--- src/hdl/tee_pkg.sv ---
// shared constants, types and item layouts for the tween easing evaluator
package tee_pkg;

  localparam int NEWTON_STEPS  = 8;
  localparam int FRACTION_BITS = 16;

  localparam int TIME_W  = 24;
  localparam int VALUE_W = 32;
  localparam int PROG_W  = FRACTION_BITS + 1;
  localparam int TMP_W   = (FRACTION_BITS + 6 > 24) ? FRACTION_BITS + 6 : 24;
  localparam int DIFF_W  = VALUE_W + 2;
  localparam int PROD_W  = DIFF_W + TMP_W;
  localparam int FMUL_W  = PROD_W - FRACTION_BITS;
  localparam int QUO_W   = FRACTION_BITS + 2;
  localparam int DEN_W   = (TMP_W > TIME_W) ? TMP_W : TIME_W;
  localparam int NUM_W   = DEN_W + FRACTION_BITS;
  localparam int ITER_W  = $clog2(NEWTON_STEPS + 1);
  localparam int DCNT_W  = $clog2(QUO_W);

  localparam longint ONE_L      = 64'sd1 << FRACTION_BITS;
  localparam longint HALF_L     = ONE_L / 2;
  localparam longint C1_L       = (170158 * ONE_L + 50000) / 100000;
  localparam longint C3_L       = C1_L + ONE_L;
  localparam longint EPSX_L     = ((ONE_L + 50000) / 100000 > 0) ? (ONE_L + 50000) / 100000 : 1;
  localparam longint EPSS_L     = ((ONE_L + 500000) / 1000000 > 0) ?
                                  (ONE_L + 500000) / 1000000 : 1;
  localparam longint EASE_MAX_L = 8 * ONE_L - 1;
  localparam longint EASE_MIN_L = -8 * ONE_L;
  localparam longint VMAX_L     = 64'sd2147483647;
  localparam longint VMIN_L     = -64'sd2147483648;

  typedef logic        [PROG_W-1:0] prog_t;
  typedef logic signed [TMP_W-1:0]  tmp_t;
  typedef logic signed [DIFF_W-1:0] mula_t;
  typedef logic signed [PROD_W-1:0] prod_t;
  typedef logic signed [FMUL_W-1:0] fmul_t;
  typedef logic signed [FMUL_W:0]   vsum_t;
  typedef logic signed [TMP_W:0]    tupd_t;
  typedef logic        [QUO_W-1:0]  quo_t;
  typedef logic        [DEN_W-1:0]  den_t;
  typedef logic        [NUM_W-1:0]  num_t;
  typedef logic        [ITER_W-1:0] iter_t;
  typedef logic        [DCNT_W-1:0] dcnt_t;

  typedef enum logic [2:0] {
    MODE_LINEAR       = 3'd0,
    MODE_IN           = 3'd1,
    MODE_OUT          = 3'd2,
    MODE_IN_OUT       = 3'd3,
    MODE_OUT_QUART    = 3'd4,
    MODE_OUT_BACK     = 3'd5,
    MODE_IN_OUT_CUBIC = 3'd6,
    MODE_BEZIER       = 3'd7
  } mode_t;

  typedef struct packed {
    logic        [23:0] elapsed_time;
    logic        [23:0] delay_time;
    logic        [23:0] duration_time;
    logic signed [31:0] start_value;
    logic signed [31:0] target_value;
    logic        [2:0]  easing_mode;
    logic        [16:0] bezier_x1;
    logic signed [19:0] bezier_y1;
    logic        [16:0] bezier_x2;
    logic signed [19:0] bezier_y2;
  } tee_req_t;

  typedef struct packed {
    logic signed [31:0] current_value;
    logic        [16:0] raw_progress;
    logic signed [19:0] eased_progress;
    logic               tween_done;
  } tee_rsp_t;

endpackage

--- src/hdl/tee_in_if.sv ---
// request channel: valid, ready and one tween request
interface tee_in_if;
  logic              valid;
  logic              ready;
  tee_pkg::tee_req_t data;
  modport source (output valid, output data, input ready);
  modport sink (input valid, input data, output ready);
endinterface

--- src/hdl/tee_out_if.sv ---
// result channel: valid, ready and one evaluated tween value
interface tee_out_if;
  logic              valid;
  logic              ready;
  tee_pkg::tee_rsp_t data;
  modport source (output valid, output data, input ready);
  modport sink (input valid, input data, output ready);
endinterface

--- src/hdl/tween_easing_evaluator.sv ---
// tween easing evaluator: raw progress, easing curve and interpolation, one shared multiplier
// A request transfer is taken only while the block is idle; it then works alone on that
// request and posts one result transfer. Raw progress uses a restoring divider unless the
// duration is zero or the tween has finished, which skip it. Simple curves then use the
// single multiplier, followed by the interpolation and the posting of the result; the
// block returns to idle before the next request is taken. The cubic-Bezier mode runs
// up to eight Newton steps on the same multiplier and divider, each step evaluating x(t),
// then the slope, the divide and the update; y(t) is evaluated last. The result sits in
// an output register, so a new request is taken while an earlier result still waits to
// be taken.
module tween_easing_evaluator (
  input logic       clk,
  input logic       rst,
  tee_in_if.sink    request,
  tee_out_if.source result
);

  typedef enum logic [3:0] {
    S_IDLE, S_PREP, S_DIV, S_EASE, S_BEZ, S_SLOPE, S_UPDATE, S_VALUE, S_DONE
  } state_t;

  // fixed-point constants at the internal width
  localparam tee_pkg::tmp_t ONE_T  = tee_pkg::tmp_t'(tee_pkg::ONE_L);
  localparam tee_pkg::tmp_t C1_T   = tee_pkg::tmp_t'(tee_pkg::C1_L);
  localparam tee_pkg::tmp_t C3_T   = tee_pkg::tmp_t'(tee_pkg::C3_L);
  localparam tee_pkg::tmp_t EMAX_T = tee_pkg::tmp_t'(tee_pkg::EASE_MAX_L);
  localparam tee_pkg::tmp_t EMIN_T = tee_pkg::tmp_t'(tee_pkg::EASE_MIN_L);
  localparam tee_pkg::prog_t ONE_P  = tee_pkg::prog_t'(tee_pkg::ONE_L);
  localparam tee_pkg::prog_t HALF_P = tee_pkg::prog_t'(tee_pkg::HALF_L);
  localparam tee_pkg::den_t EPSX_D  = tee_pkg::den_t'(tee_pkg::EPSX_L);
  localparam tee_pkg::den_t EPSS_D  = tee_pkg::den_t'(tee_pkg::EPSS_L);
  localparam tee_pkg::dcnt_t DLAST  = tee_pkg::dcnt_t'(tee_pkg::QUO_W - 1);
  localparam tee_pkg::iter_t ITLAST = tee_pkg::iter_t'(tee_pkg::NEWTON_STEPS);
  localparam tee_pkg::vsum_t VMAX_V = tee_pkg::vsum_t'(tee_pkg::VMAX_L);
  localparam tee_pkg::vsum_t VMIN_V = tee_pkg::vsum_t'(tee_pkg::VMIN_L);

  state_t            state;
  logic [2:0]        step;
  tee_pkg::tee_req_t req;
  tee_pkg::prog_t    raw;
  tee_pkg::tmp_t     t, x1c, x2c;
  tee_pkg::tmp_t     q0, q1, q2, r0, r1, r2;
  tee_pkg::tmp_t     acc, slope, ez;
  tee_pkg::iter_t    iter;
  logic              ypass, div_raw, dneg, dsat;
  tee_pkg::den_t     drem, dden;
  tee_pkg::quo_t     dlow, dq;
  tee_pkg::dcnt_t    dcnt;
  logic signed [31:0] cur;
  logic              out_valid;
  tee_pkg::tee_rsp_t out_data;

  // saturate the eased progress to its output range
  function automatic tee_pkg::tmp_t sat_ease(tee_pkg::tmp_t v);
    tee_pkg::tmp_t r;
    if (v > EMAX_T) r = EMAX_T;
    else if (v < EMIN_T) r = EMIN_T;
    else r = v;
    return r;
  endfunction

  function automatic tee_pkg::den_t abs_of(tee_pkg::tmp_t v);
    tee_pkg::tmp_t a;
    a = v[tee_pkg::TMP_W-1] ? -v : v;
    return tee_pkg::den_t'(unsigned'(a));
  endfunction

  // ---------------------------------------------------------------- datapath helpers
  logic [23:0]     local_time;
  tee_pkg::tmp_t   c_t, m_t, p1, p2, ez_sat, pt, pt3, pt6, bz_sum, bz_err;
  tee_pkg::tmp_t   x1_in, x2_in;
  logic            lo_half;
  tee_pkg::mode_t  mode;
  tee_pkg::mula_t  mul_a;
  tee_pkg::tmp_t   mul_b;
  tee_pkg::prod_t  prod;
  tee_pkg::fmul_t  pf;
  tee_pkg::vsum_t  vsum;
  logic signed [31:0] vclamp;
  tee_pkg::den_t   acc_abs, slope_abs, err_abs, ld_mag, ld_rem, rem_next;
  tee_pkg::num_t   ld_num;
  tee_pkg::quo_t   dq_next;
  logic [tee_pkg::DEN_W:0] trial;
  logic            ge;
  tee_pkg::tupd_t  tn;
  tee_pkg::tmp_t   t_upd;

  assign local_time = (req.elapsed_time > req.delay_time) ?
                      req.elapsed_time - req.delay_time : '0;
  assign mode    = tee_pkg::mode_t'(req.easing_mode);
  assign c_t     = tee_pkg::tmp_t'($signed({1'b0, raw}));
  assign m_t     = ONE_T - t;
  assign lo_half = raw < HALF_P;
  assign p1      = ypass ? tee_pkg::tmp_t'(req.bezier_y1) : x1c;
  assign p2      = ypass ? tee_pkg::tmp_t'(req.bezier_y2) : x2c;
  assign ez_sat  = sat_ease(ez);
  assign x1_in   = tee_pkg::tmp_t'($signed({1'b0, req.bezier_x1}));
  assign x2_in   = tee_pkg::tmp_t'($signed({1'b0, req.bezier_x2}));

  // operand selection for the shared multiplier
  always_comb begin
    mul_a = '0;
    mul_b = '0;
    case (state)
      S_EASE: begin
        case (mode)
          tee_pkg::MODE_IN: begin
            mul_a = tee_pkg::mula_t'(c_t);
            mul_b = c_t;
          end
          tee_pkg::MODE_OUT: begin
            mul_a = tee_pkg::mula_t'(c_t);
            mul_b = (ONE_T <<< 1) - c_t;
          end
          tee_pkg::MODE_IN_OUT: begin
            mul_a = lo_half ? tee_pkg::mula_t'(c_t) :
                              tee_pkg::mula_t'((ONE_T <<< 2) - (c_t <<< 1));
            mul_b = c_t;
          end
          tee_pkg::MODE_OUT_QUART: begin
            if (step == 3'd0) begin
              mul_a = tee_pkg::mula_t'(ONE_T - c_t);
              mul_b = ONE_T - c_t;
            end else begin
              mul_a = tee_pkg::mula_t'(r0);
              mul_b = r0;
            end
          end
          tee_pkg::MODE_OUT_BACK: begin
            case (step)
              3'd0: begin
                mul_a = tee_pkg::mula_t'(c_t - ONE_T);
                mul_b = c_t - ONE_T;
              end
              3'd1: begin
                mul_a = tee_pkg::mula_t'(r0);
                mul_b = c_t - ONE_T;
              end
              3'd2: begin
                mul_a = tee_pkg::mula_t'(C3_T);
                mul_b = r1;
              end
              default: begin
                mul_a = tee_pkg::mula_t'(C1_T);
                mul_b = r0;
              end
            endcase
          end
          tee_pkg::MODE_IN_OUT_CUBIC: begin
            if (lo_half) begin
              mul_a = (step == 3'd0) ? tee_pkg::mula_t'(c_t) : tee_pkg::mula_t'(r0);
              mul_b = c_t;
            end else begin
              mul_a = (step == 3'd0) ? tee_pkg::mula_t'((ONE_T <<< 1) - (c_t <<< 1)) :
                                       tee_pkg::mula_t'(r0);
              mul_b = (ONE_T <<< 1) - (c_t <<< 1);
            end
          end
          default: begin
            mul_a = '0;
            mul_b = '0;
          end
        endcase
      end
      S_BEZ: begin
        case (step)
          3'd0: begin mul_a = tee_pkg::mula_t'(m_t); mul_b = m_t; end
          3'd1: begin mul_a = tee_pkg::mula_t'(m_t); mul_b = t;   end
          3'd2: begin mul_a = tee_pkg::mula_t'(t);   mul_b = t;   end
          3'd3: begin mul_a = tee_pkg::mula_t'(q0);  mul_b = t;   end
          3'd4: begin mul_a = tee_pkg::mula_t'(q1);  mul_b = t;   end
          3'd5: begin mul_a = tee_pkg::mula_t'(q2);  mul_b = t;   end
          3'd6: begin mul_a = tee_pkg::mula_t'(r0);  mul_b = p1;  end
          default: begin mul_a = tee_pkg::mula_t'(r1); mul_b = p2; end
        endcase
      end
      S_SLOPE: begin
        case (step)
          3'd0: begin mul_a = tee_pkg::mula_t'(q0); mul_b = x1c;         end
          3'd1: begin mul_a = tee_pkg::mula_t'(q1); mul_b = x2c - x1c;   end
          3'd2: begin mul_a = tee_pkg::mula_t'(q2); mul_b = ONE_T - x2c; end
          default: begin mul_a = '0; mul_b = '0; end
        endcase
      end
      S_VALUE: begin
        mul_a = tee_pkg::mula_t'(req.target_value) - tee_pkg::mula_t'(req.start_value);
        mul_b = ez_sat;
      end
      default: begin
        mul_a = '0;
        mul_b = '0;
      end
    endcase
  end

  // floored fixed-point product: arithmetic shift drops the fraction
  assign prod = tee_pkg::prod_t'(mul_a) * tee_pkg::prod_t'(mul_b);
  assign pf   = $signed(prod[tee_pkg::PROD_W-1:tee_pkg::FRACTION_BITS]);
  assign pt   = $signed(pf[tee_pkg::TMP_W-1:0]);
  assign pt3  = pt + (pt <<< 1);
  assign pt6  = pt3 <<< 1;

  // bezier sum and the error against the wanted x
  assign bz_sum  = acc + pt3;
  assign bz_err  = bz_sum - c_t;
  assign err_abs = abs_of(bz_err);

  // interpolation with saturation to the 32-bit value range
  assign vsum   = tee_pkg::vsum_t'(req.start_value) + tee_pkg::vsum_t'(pf);
  assign vclamp = (vsum > VMAX_V) ? 32'sh7FFFFFFF :
                  (vsum < VMIN_V) ? 32'sh80000000 : vsum[31:0];

  // restoring divider, one quotient bit a cycle
  assign acc_abs   = abs_of(acc);
  assign slope_abs = abs_of(slope);
  assign ld_mag    = (state == S_PREP) ? tee_pkg::den_t'(local_time) : acc_abs;
  assign ld_num    = tee_pkg::num_t'(ld_mag) << tee_pkg::FRACTION_BITS;
  assign ld_rem    = tee_pkg::den_t'(ld_num[tee_pkg::NUM_W-1:tee_pkg::QUO_W]);
  assign trial     = {drem, dlow[tee_pkg::QUO_W-1]};
  assign ge        = trial >= {1'b0, dden};
  assign rem_next  = ge ? tee_pkg::den_t'(trial - {1'b0, dden}) : tee_pkg::den_t'(trial);
  assign dq_next   = {dq[tee_pkg::QUO_W-2:0], ge};

  // newton update of t, clamped to 0..one; an overflowing quotient pins t to an end
  assign tn = dneg ? (tee_pkg::tupd_t'(t) + tee_pkg::tupd_t'($signed({1'b0, dq}))) :
                     (tee_pkg::tupd_t'(t) - tee_pkg::tupd_t'($signed({1'b0, dq})));
  always_comb begin
    if (dsat) t_upd = dneg ? ONE_T : '0;
    else if (tn < 0) t_upd = '0;
    else if (tn > tee_pkg::tupd_t'(ONE_T)) t_upd = ONE_T;
    else t_upd = tee_pkg::tmp_t'(tn);
  end

  assign request.ready = (state == S_IDLE);
  assign result.valid  = out_valid;
  assign result.data   = out_data;

  // ---------------------------------------------------------------- sequencer
  always_ff @(posedge clk) begin
    if (rst) begin
      state     <= S_IDLE;
      step      <= '0;
      out_valid <= 1'b0;
    end else begin
      // output register: load a new result or drop a taken one
      if (state == S_DONE && (!out_valid || result.ready)) begin
        out_valid <= 1'b1;
      end else if (out_valid && result.ready) begin
        out_valid <= 1'b0;
      end
      case (state)
        S_IDLE: begin
          if (request.valid) begin
            req   <= request.data;
            state <= S_PREP;
          end
        end
        S_PREP: begin
          step <= '0;
          if (req.duration_time == '0) begin
            raw   <= (local_time != '0) ? ONE_P : '0;
            state <= S_EASE;
          end else if (local_time >= req.duration_time) begin
            raw   <= ONE_P;
            state <= S_EASE;
          end else begin
            div_raw <= 1'b1;
            drem    <= ld_rem;
            dlow    <= ld_num[tee_pkg::QUO_W-1:0];
            dden    <= tee_pkg::den_t'(req.duration_time);
            dq      <= '0;
            dcnt    <= '0;
            state   <= S_DIV;
          end
        end
        S_DIV: begin
          drem <= rem_next;
          dlow <= dlow << 1;
          dq   <= dq_next;
          dcnt <= dcnt + 1'b1;
          if (dcnt == DLAST) begin
            if (div_raw) begin
              raw   <= tee_pkg::prog_t'(dq_next);
              step  <= '0;
              state <= S_EASE;
            end else begin
              state <= S_UPDATE;
            end
          end
        end
        S_EASE: begin
          case (mode)
            tee_pkg::MODE_LINEAR: begin
              ez    <= c_t;
              state <= S_VALUE;
            end
            tee_pkg::MODE_IN, tee_pkg::MODE_OUT: begin
              ez    <= pt;
              state <= S_VALUE;
            end
            tee_pkg::MODE_IN_OUT: begin
              ez    <= lo_half ? (pt <<< 1) : (pt - ONE_T);
              state <= S_VALUE;
            end
            tee_pkg::MODE_OUT_QUART: begin
              if (step == 3'd0) begin
                r0   <= pt;
                step <= 3'd1;
              end else begin
                ez    <= ONE_T - pt;
                state <= S_VALUE;
              end
            end
            tee_pkg::MODE_OUT_BACK: begin
              case (step)
                3'd0: r0 <= pt;
                3'd1: r1 <= pt;
                3'd2: r2 <= pt;
                default: begin
                  ez    <= ONE_T + r2 + pt;
                  state <= S_VALUE;
                end
              endcase
              step <= step + 1'b1;
            end
            tee_pkg::MODE_IN_OUT_CUBIC: begin
              if (step == 3'd0) begin
                r0   <= pt;
                step <= 3'd1;
              end else begin
                ez    <= lo_half ? (pt <<< 2) : (ONE_T - (pt >>> 1));
                state <= S_VALUE;
              end
            end
            default: begin
              // bezier: control x clamped to 0..one, newton starts at t = progress
              x1c   <= (x1_in > ONE_T) ? ONE_T : x1_in;
              x2c   <= (x2_in > ONE_T) ? ONE_T : x2_in;
              t     <= c_t;
              iter  <= '0;
              ypass <= 1'b0;
              step  <= '0;
              state <= S_BEZ;
            end
          endcase
        end
        S_BEZ: begin
          // step wraps from seven back to zero for the next pass
          step <= step + 1'b1;
          case (step)
            3'd0: q0 <= pt;
            3'd1: q1 <= pt;
            3'd2: q2 <= pt;
            3'd3: r0 <= pt;
            3'd4: r1 <= pt;
            3'd5: r2 <= pt;
            3'd6: acc <= r2 + pt3;
            default: begin
              if (ypass) begin
                ez    <= bz_sum;
                state <= S_VALUE;
              end else if (err_abs < EPSX_D) begin
                ypass <= 1'b1;
              end else begin
                acc   <= bz_err;
                state <= S_SLOPE;
              end
            end
          endcase
        end
        S_SLOPE: begin
          step <= (step == 3'd3) ? 3'd0 : step + 1'b1;
          case (step)
            3'd0: slope <= pt3;
            3'd1: slope <= slope + pt6;
            3'd2: slope <= slope + pt3;
            default: begin
              if (slope_abs < EPSS_D) begin
                ypass <= 1'b1;
                state <= S_BEZ;
              end else begin
                dneg    <= acc[tee_pkg::TMP_W-1] ^ slope[tee_pkg::TMP_W-1];
                dsat    <= acc_abs >= (slope_abs << 2);
                div_raw <= 1'b0;
                drem    <= ld_rem;
                dlow    <= ld_num[tee_pkg::QUO_W-1:0];
                dden    <= slope_abs;
                dq      <= '0;
                dcnt    <= '0;
                state   <= (acc_abs >= (slope_abs << 2)) ? S_UPDATE : S_DIV;
              end
            end
          endcase
        end
        S_UPDATE: begin
          t     <= t_upd;
          iter  <= iter + 1'b1;
          ypass <= (iter + 1'b1) == ITLAST;
          step  <= '0;
          state <= S_BEZ;
        end
        S_VALUE: begin
          cur   <= vclamp;
          state <= S_DONE;
        end
        S_DONE: begin
          if (!out_valid || result.ready) begin
            out_data.current_value   <= cur;
            out_data.raw_progress    <= 17'(raw);
            out_data.eased_progress  <= ez_sat[19:0];
            out_data.tween_done      <= (raw == ONE_P);
            state                    <= S_IDLE;
          end
        end
        default: state <= S_IDLE;
      endcase
    end
  end

endmodule
--- src/flat_wrapper.sv ---
// flat-port wrapper written by rule: the top's interface ports become plain ports
module tween_easing_evaluator_flat 
  (clk, rst, request_valid, request_data, request_ready, result_valid, result_data, result_ready);
  tee_in_if request_i ();
  tee_out_if result_i ();
  input logic clk;
  input logic rst;
  input wire logic [$bits(request_i.valid)-1:0] request_valid;
  input wire logic [$bits(request_i.data)-1:0] request_data;
  output wire logic [$bits(request_i.ready)-1:0] request_ready;
  output wire logic [$bits(result_i.valid)-1:0] result_valid;
  output wire logic [$bits(result_i.data)-1:0] result_data;
  input wire logic [$bits(result_i.ready)-1:0] result_ready;
  assign request_i.valid = request_valid;
  assign request_i.data = request_data;
  assign request_ready = request_i.ready;
  assign result_valid = result_i.valid;
  assign result_data = result_i.data;
  assign result_i.ready = result_ready;
  tween_easing_evaluator u_core (.clk(clk), .rst(rst), .request(request_i), .result(result_i));
endmodule
--- config.mk ---
export PLATFORM = sky130hd
export DESIGN_NAME = tween_easing_evaluator_flat
export DESIGN_NICKNAME = d
export VERILOG_FILES = /design/src/hdl/tee_pkg.sv /design/src/hdl/tee_in_if.sv /design/src/hdl/tee_out_if.sv /design/src/hdl/tween_easing_evaluator.sv /design/src/flat_wrapper.sv
export SDC_FILE = /design/constraint.sdc
export NUM_CORES = 2
export LEC_CHECK = 0
export ABC_CLOCK_PERIOD_IN_PS = 17200
export BUFFER_PORTS_ARGS = -buffer_cell sky130_fd_sc_hd__buf_4
export CAP_MARGIN = 5
export CELL_PAD_IN_SITES_DETAIL_PLACEMENT = 1
export CELL_PAD_IN_SITES_GLOBAL_PLACEMENT = 1
export CORE_UTILIZATION = 29
export DETAILED_ROUTE_END_ITERATION = 6
export GPL_TIMING_DRIVEN = 0
export PLACE_DENSITY_LB_ADDON = 0.1
export SYNTH_ARGS = -nofsm -noshare
export SYNTH_HDL_FRONTEND = slang
export SYNTH_SLANG_ARGS = --single-unit
--- constraint.sdc ---
create_clock -name clk -period 17.2 [get_ports clk]
set_input_delay 2.58 -clock clk [delete_from_list [all_inputs] [get_ports clk]]
set_output_delay 2.58 -clock clk [all_outputs]
set_load 0.005 [all_outputs]
# Yosys cells after proc, flatten, opt, wreduce, memory -nomap -nowiden
# Cells that the tools add are included.
[word_totals]
ff_bits = 725
latchBits = 0
mem_bits_rw = 0
mem_bits_ro = 0
in_bits = 217
n_memories = 0
[op_classes]
add_sub_neg = 34
mul = 1
div_mod_pow = 0
magnitude_cmp = 15
eq_ne = 54
shift = 0
muxes = 129
bitwise = 6
reduce_logical = 51
[ops]
columns = ["op", "count"]
rows = [
  ["$mux W24", 42],
  ["$pmux W24 S2", 8],
  ["$pmux W24 S3", 4],
  ["$pmux W34 S3", 2],
  ["$pmux W34 S6", 1],
  ["$mux W34", 5],
  ["$pmux W34 S5", 1],
  ["$add A24 B24 Y24", 6],
  ["$mux W18", 8],
  ["$pmux W24 S6", 1],
  ["$pmux W34 S4", 1],
  ["$pmux W24 S5", 1],
  ["$pmux W18 S3", 2],
  ["$mux W17", 6],
  ["$pmux W24 S4", 1],
  ["$neg A24 Y24", 3],
  ["$sub A18 B24 Y24 const A", 3],
  ["$sub A24 B24 Y24", 3],
  ["$mul A34 B24 Y58", 1],
  ["$ge A24 B24 Y1", 2],
  ["$lt A24 B1 Y1 const B", 2],
  ["$mux W4", 12],
  ["$add A32 B42 Y43", 1],
  ["$gt A43 B32 Y1 const B", 1],
  ["other kinds (77)", 173],
]

# Depth between registers and ports, before layout
[depth]
depth_word = 16
mapped_depth = 72
ltp_nobuf = 69

# Worst setup path before layout
# OpenSTA, ideal clock, no wires.
[synth_path]
kind = "flip-flop to flip-flop"
start = "register u_core.raw[0]"
end = "register u_core.acc[0], enable pin"
setup_ps = 368
t_arrival_ps = 15572
required_ps = 16832
setup_slack_ps = 1260
stages_incl_launch_ff = 59
path_buffers = 4
cell_sequence = "edfxtp_1 > clkbuf_1 > inv_1 > ha_1 > nand4_1 > or3_1 > clkbuf_1 > nor4b_1 > and3_1 > nand2_1 > a311oi_1 > a311o_1 > a21oi_1 > o21ai_1 > clkbuf_1 > nand2_1 > fa_1 > fa_1 > [23 not listed] > nor2_1 > o2bb2ai_1 > or3_1 > xor2_1 > ha_1 > clkbuf_1 > a21o_1 > a21o_1 > a21o_1 > a21oi_1 > o21ai_1 > a211oi_1 > or3b_2 > xnor2_1 > or4b_4 > a2111oi_0 > nor2_1 > o2111a_1"
[synth_via]
elab_chain_cells = 14
word_cells_on_any_way = 31
cone_classes = "add/sub (12); mul (1); order compare (2); eq/ne (1); mux (14); reduce/logical (1)"
[synth_lines]
columns = ["element", "line", "text"]
rows = [
  ["start: declaration", "tween_easing_evaluator.sv:40", "tee_pkg::prog_t raw;"],
  ["start signal: assignment", "tween_easing_evaluator.sv:261", "raw <= (local_time != '0) ? ONE_P : '0;"],
  ["start signal: assignment", "tween_easing_evaluator.sv:283", "raw <= tee_pkg::prog_t'(dq_next);"],
  ["$sub A18 B18 Y19", "tween_easing_evaluator.sv:154, tween_easing_evaluator.sv:156", ""],
  ["$mux W34", "tween_easing_evaluator.sv:154", "mul_a = (step == 3'd0) ? tee_pkg::mula_t'((ONE_T <<< 1) - (c_t <<< 1)) :"],
  ["$mux W34", "tween_easing_evaluator.sv:150", "if (lo_half) begin"],
  ["$pmux W34 S5", "tween_easing_evaluator.sv:106", "case (mode)"],
  ["$pmux W34 S4", "tween_easing_evaluator.sv:104", "case (state)"],
  ["$mul A34 B24 Y58 *", "tween_easing_evaluator.sv:197", "assign prod = tee_pkg::prod_t'(mul_a) * tee_pkg::prod_t'(mul_b);"],
  ["net u_core.prod[18]", "tween_easing_evaluator.sv:76", "tee_pkg::prod_t prod;"],
  ["$add A24 B24 Y24 *", "tween_easing_evaluator.sv:200", "assign pt3 = pt + (pt <<< 1);"],
  ["$add A24 B24 Y24 *", "tween_easing_evaluator.sv:204", "assign bz_sum = acc + pt3;"],
  ["$sub A24 B18 Y24 *", "tween_easing_evaluator.sv:205", "assign bz_err = bz_sum - c_t;"],
  ["$neg A24 Y24", "tween_easing_evaluator.sv:64", "a = v[tee_pkg::TMP_W-1] ? -v : v;"],
  ["$mux W24 *", "tween_easing_evaluator.sv:64", ""],
  ["$lt A24 B1 Y1 *", "tween_easing_evaluator.sv:362", "end else if (err_abs < EPSX_D) begin"],
  ["$ne A2 B2 Y1 (no source line) *", "-", ""],
  ["$reduce_and A5 Y1 (no source line) *", "-", ""],
  ["end signal: assignment", "tween_easing_evaluator.sv:357", "3'd6: acc <= r2 + pt3;"],
  ["end signal: assignment", "tween_easing_evaluator.sv:365", "acc <= bz_err;"],
  ["end: declaration", "tween_easing_evaluator.sv:43", "tee_pkg::tmp_t acc, slope, ez;"],
]
# Mark *: on every way through the listed nets, which the timed path passes. The rest lies on a longest branch.
# A chain may end at the register's enable or synchronous reset.

# Worst setup path after layout
[layout_path]
start = "register u_core.req (netlist bit u_core.mode[2])"
end = "register u_core.acc[5], enable pin"
[layout_via]
elab_chain_cells = 13
word_cells_on_any_way = 21
cone_classes = "add/sub (4); mul (1); order compare (1); eq/ne (7); mux (5); reduce/logical (3)"
[layout_lines]
columns = ["element", "line", "text"]
rows = [
  ["start: declaration", "tween_easing_evaluator.sv:39", "tee_pkg::tee_req_t req;"],
  ["start signal: assignment", "tween_easing_evaluator.sv:254", "req <= request.data;"],
  ["$eq A3 B1 Y1 or $eq A3 B2 Y1 (tied branches)", "tween_easing_evaluator.sv:106", ""],
  ["$reduce_or A2 Y1 (no source line)", "-", ""],
  ["$pmux W34 S5 or $pmux W24 S5 (tied branches)", "tween_easing_evaluator.sv:106", ""],
  ["$pmux W34 S4 or $pmux W24 S4 (tied branches)", "tween_easing_evaluator.sv:104", ""],
  ["$mul A34 B24 Y58 *", "tween_easing_evaluator.sv:197", ""],
  ["net u_core.prod[18]", "tween_easing_evaluator.sv:76", ""],
  ["$add A24 B24 Y24 *", "tween_easing_evaluator.sv:200", ""],
  ["$add A24 B24 Y24 *", "tween_easing_evaluator.sv:204", ""],
  ["$sub A24 B18 Y24 *", "tween_easing_evaluator.sv:205", ""],
  ["$neg A24 Y24", "tween_easing_evaluator.sv:64", ""],
  ["$mux W24 *", "tween_easing_evaluator.sv:64", ""],
  ["$lt A24 B1 Y1 *", "tween_easing_evaluator.sv:362", ""],
  ["$ne A2 B2 Y1 (no source line) *", "-", ""],
  ["$reduce_and A5 Y1 (no source line) *", "-", ""],
]
# Marked as above.

==> metrics.txt <==
WHS ~0.43 ns; DRT Pass-1 Iters 7; global-route wire length before repair 582,200 um; LEAKAGE just over 40 nW; Max-Slew Margin vs Limit approximately 5.9%; Iteration-0 DRC Markers around 7,300; layout cell share with drive strength beyond 1 around 15%; cts hold-fix bufs 0; top routing layer used met5; pin count of the biggest net entering global routing 55; Syn-to-layout area delta 20.35%; Via Count between 70,000 and 80,000; switching pwr between 0.005 and 0.006 W; register area share after synthesis between 20% and 30%; Cells after Synth 8,500; Flop pwr share between 20% and 30%; Initial Util around 30%; Max Slew Vio Count 0; combined flip-flop and latch cell area between 20,000 and 25,000 um2; filler instances ~31,000; I/O Pins roughly 290; core box area ~270,000 um2; clock skew around 0.082 ns; max reg flops 210; ys flop type edfxtp_1; status finished with violations; max-cap viol count 0; Die H 526.0 um; DP Wirelength approximately 340,000 um; Clk network pwr share about a fifth; Biggest register u_core.req; vias in the first global route around 73,000; slowest stage cell, crit path clkbuf_2; placer congestion estimate 0.9837; Worst Setup Start Kind flop; violated checks DRC; CP Data Arrival Time roughly 18 ns; drt total wl 423,200 um; GRT Resource Usage Total 29.94%; area of the multi-input gates 55,720 um2; Metal-1 WL 194,300 um; Via-to-Cell Ratio approximately 5.6; critical path endpoint category flop; DIE AREA 276,600 um2; Routed Antenna Nets 0; number of port buffers around 290; synth unique cells 128; final core occ 35.23%; wire length per cell about 33 um; switching part of the total 48.14%; Clock Sinks 695; CTS tree done; yosys warns 0; Mapped Avg Cell Area around 9.4 um2; drc violations 1; Met3 Wirelength 38,080 um; nets 10,780; die span in x around 530 um; cell internal pwr between 0.005 and 0.006 W; Clk Latency, worst-skew pair 0.86 ns; Final setup viols 0; clk slew on worst S/H paths around 0.06 ns; CTS Buf Count about 100; Overflow after GRT 0; Met2 Wirelength roughly 170,000 um; fin crit share slightly below 100%; worst path required time 17.70 ns; # H-tree levels 3; Crit Path Class reg2reg; endpoints failing hold 0; f_max between 50 and 60 MHz; Mapped Area approximately 80,000 um2; CTS root buffer clkbuf_16; PwrDens about 110 nW/um2; # rows about 190; crit path time final between 15 and 20 ns; #FFs+latches synth around 700; clk buf depth 4; Crit path top cell by count fa_1; async set or reset register ratio after synthesis 0%; VDD IR max approximately 75 uV; Comb pwr share slightly below 60%; initial antenna violation count 64; Hold Path Class reg2reg; Worst-Margin Slew ~1.4 ns; Post-synth EDFFs between 600 and 700; crit-path max cell delay between 0.6 and 0.7 ns; worst-path fanout max 10
==> worst max-delay path: cells and delay by family, from the launching register on <==
kind / cells / cell delay, ns
flops: 1 / 0.53
fa+ha+maj: 11 / 4.92
buf+inv: 10 / 2.36
compound gates: 16 / 4.43
simple gates: 15 / 3.46
xor+xnor: 3 / 0.91
==> per-layer routing <==
metal  vias to the layer above  global-route usage, %
met4                        30                  10.15
li1                      30630                      -
met3                       665                  7.282
met5                         -                 0.1385
met2                      3032                  43.20
met1                     37030                  43.19
==> timing repair <==
| item | 4_1_cts | 5_1_grt |
|---|---|---|
| buffers inserted | 126 | 55 |
| resized for setup | 655 | 203 |
| cloned | 3 | 0 |
| setup endpoints to repair | 109 | 57 |
| pin swaps | 56 | 69 |
==> power groups by stage <==
stage	Clock (W)	Sequential, W	Combinational, W
floorplan	0	0.00226	0.00337
global placement	0	0.00234	0.00543
detailed placement	0	0.00230	0.00559
CTS	0.00221	0.00227	0.00601
global route	0.00226	0.00228	0.00665
finish	0.00217	0.00227	0.00628
==> metrics by stage <==
| stage | cell area [um2] | cells | setup WS, ns | TNS [ns] | total power, W |
|---|---|---|---|---|---|
| 2_1_floorplan | 79640 | 8506 | 1.260 | 0 | 0.005630 |
| 3_3_place_gp | 86260 | 12360 | -8.605 | -634.86 | 0.007770 |
| 3_5_place_dp | 88020 | 12460 | -6.604 | -348.01 | 0.007895 |
| 4_1_cts | 94620 | 12750 | 0.003524 | 0 | 0.01049 |
| 5_1_grt | 95790 | 12800 | -0.1416 | -2.602 | 0.01118 |
| 6_report | 95810 | 12810 | 0.2006 | 0 | 0.01072 |
==> synth_stat cells (39+ instances only) <==
cell | n | share of area, %
o22ai_1 | 54 | 0.42
nor2b_1 | 118 | 0.93
clkbuf_1 | 309 | 1.5
a211oi_1 | 44 | 0.41
nand2b_1 | 106 | 0.83
xnor2_1 | 287 | 3.2
edfxtp_1 | 687 | 26
nor4_1 | 39 | 0.31
ha_1 | 582 | 9.1
o31ai_1 | 40 | 0.38
and2_1 | 179 | 1.4
a31oi_1 | 50 | 0.39
mux2i_1 | 61 | 0.77
o211ai_1 | 39 | 0.37
inv_1 | 1096 | 5.2
nor2_1 | 454 | 2.1
a21oi_1 | 478 | 3.0
nand4_1 | 44 | 0.35
nand2_1 | 1022 | 4.8
a21o_1 | 162 | 1.5
and3_1 | 47 | 0.37
a221oi_1 | 54 | 0.59
fa_1 | 825 | 21
or3_1 | 57 | 0.45
xor2_1 | 154 | 1.7
o21a_1 | 62 | 0.58
o21ai_0 | 426 | 2.7
a22oi_1 | 73 | 0.69
nand3_1 | 106 | 0.67
o221ai_1 | 49 | 0.54
nor3_1 | 137 | 0.86
==> cells by family (layout without fill, tap and decap cells) <==
logic type,after synthesis,after routing,synth area share (%)
AND/OR/NAND/NOR,2441,2441,14.53
XOR/XNOR,450,450,5.064
buffers and inverters,1488,2207,7.123
multiplexers,67,67,0.8565
AO/OA/AOI/OAI,1951,1954,16.41
adder cells (fa/ha/maj),1407,1407,29.89
flip-flops,695,695,26.11
other,1,19,0.004710
==> layout by cell type (no fill, tap or decap), types with 102 or more instances in the layout <==
cell type  count
inv_1       1083
nand2_1     1013
fa_1         823
edfxtp_1     687
ha_1         553
buf_4        487
a21oi_1      441
nor2_1       430
o21ai_0      385
xnor2_1      252
and2_1       178
a21o_1       161
xor2_1       135
clkbuf_1     134
nor3_1       118
nor2b_1      115
nand2b_1     104
nand3_1      103
clkbuf_16    102
==> path summary, 6_finish.rpt <==
kind              slack, ns  cells past startpoint                                to                          from
hold / removal         0.43                      0  u_core.result.data[50]$_DFFE_PP_  u_core.cur[12]$_SDFFCE_PN1P_
setup reg to reg       0.20                     55           u_core.acc[5]$_DFFE_PP_      u_core.mode[2]$_DFFE_PP_
hold reg to reg        0.43                      0  u_core.result.data[50]$_DFFE_PP_  u_core.cur[12]$_SDFFCE_PN1P_
setup / recovery       0.20                     55           u_core.acc[5]$_DFFE_PP_      u_core.mode[2]$_DFFE_PP_
==> layout make-up <==
type | count | area share (%)
Clock buffer | 115 | 2.690
Clock inverter | 59 | 0.7130
Inverter | 1109 | 4.405
Timing Repair Buffer | 565 | 5.308
Tap cell | 3570 | 4.662
Multi-Input combinational cell | 6326 | 58.16
Antenna cell | 12 | 0.03134
Sequential cell | 695 | 21.70
Buffer | 359 | 2.330
(Power assumes the default switching activity.)
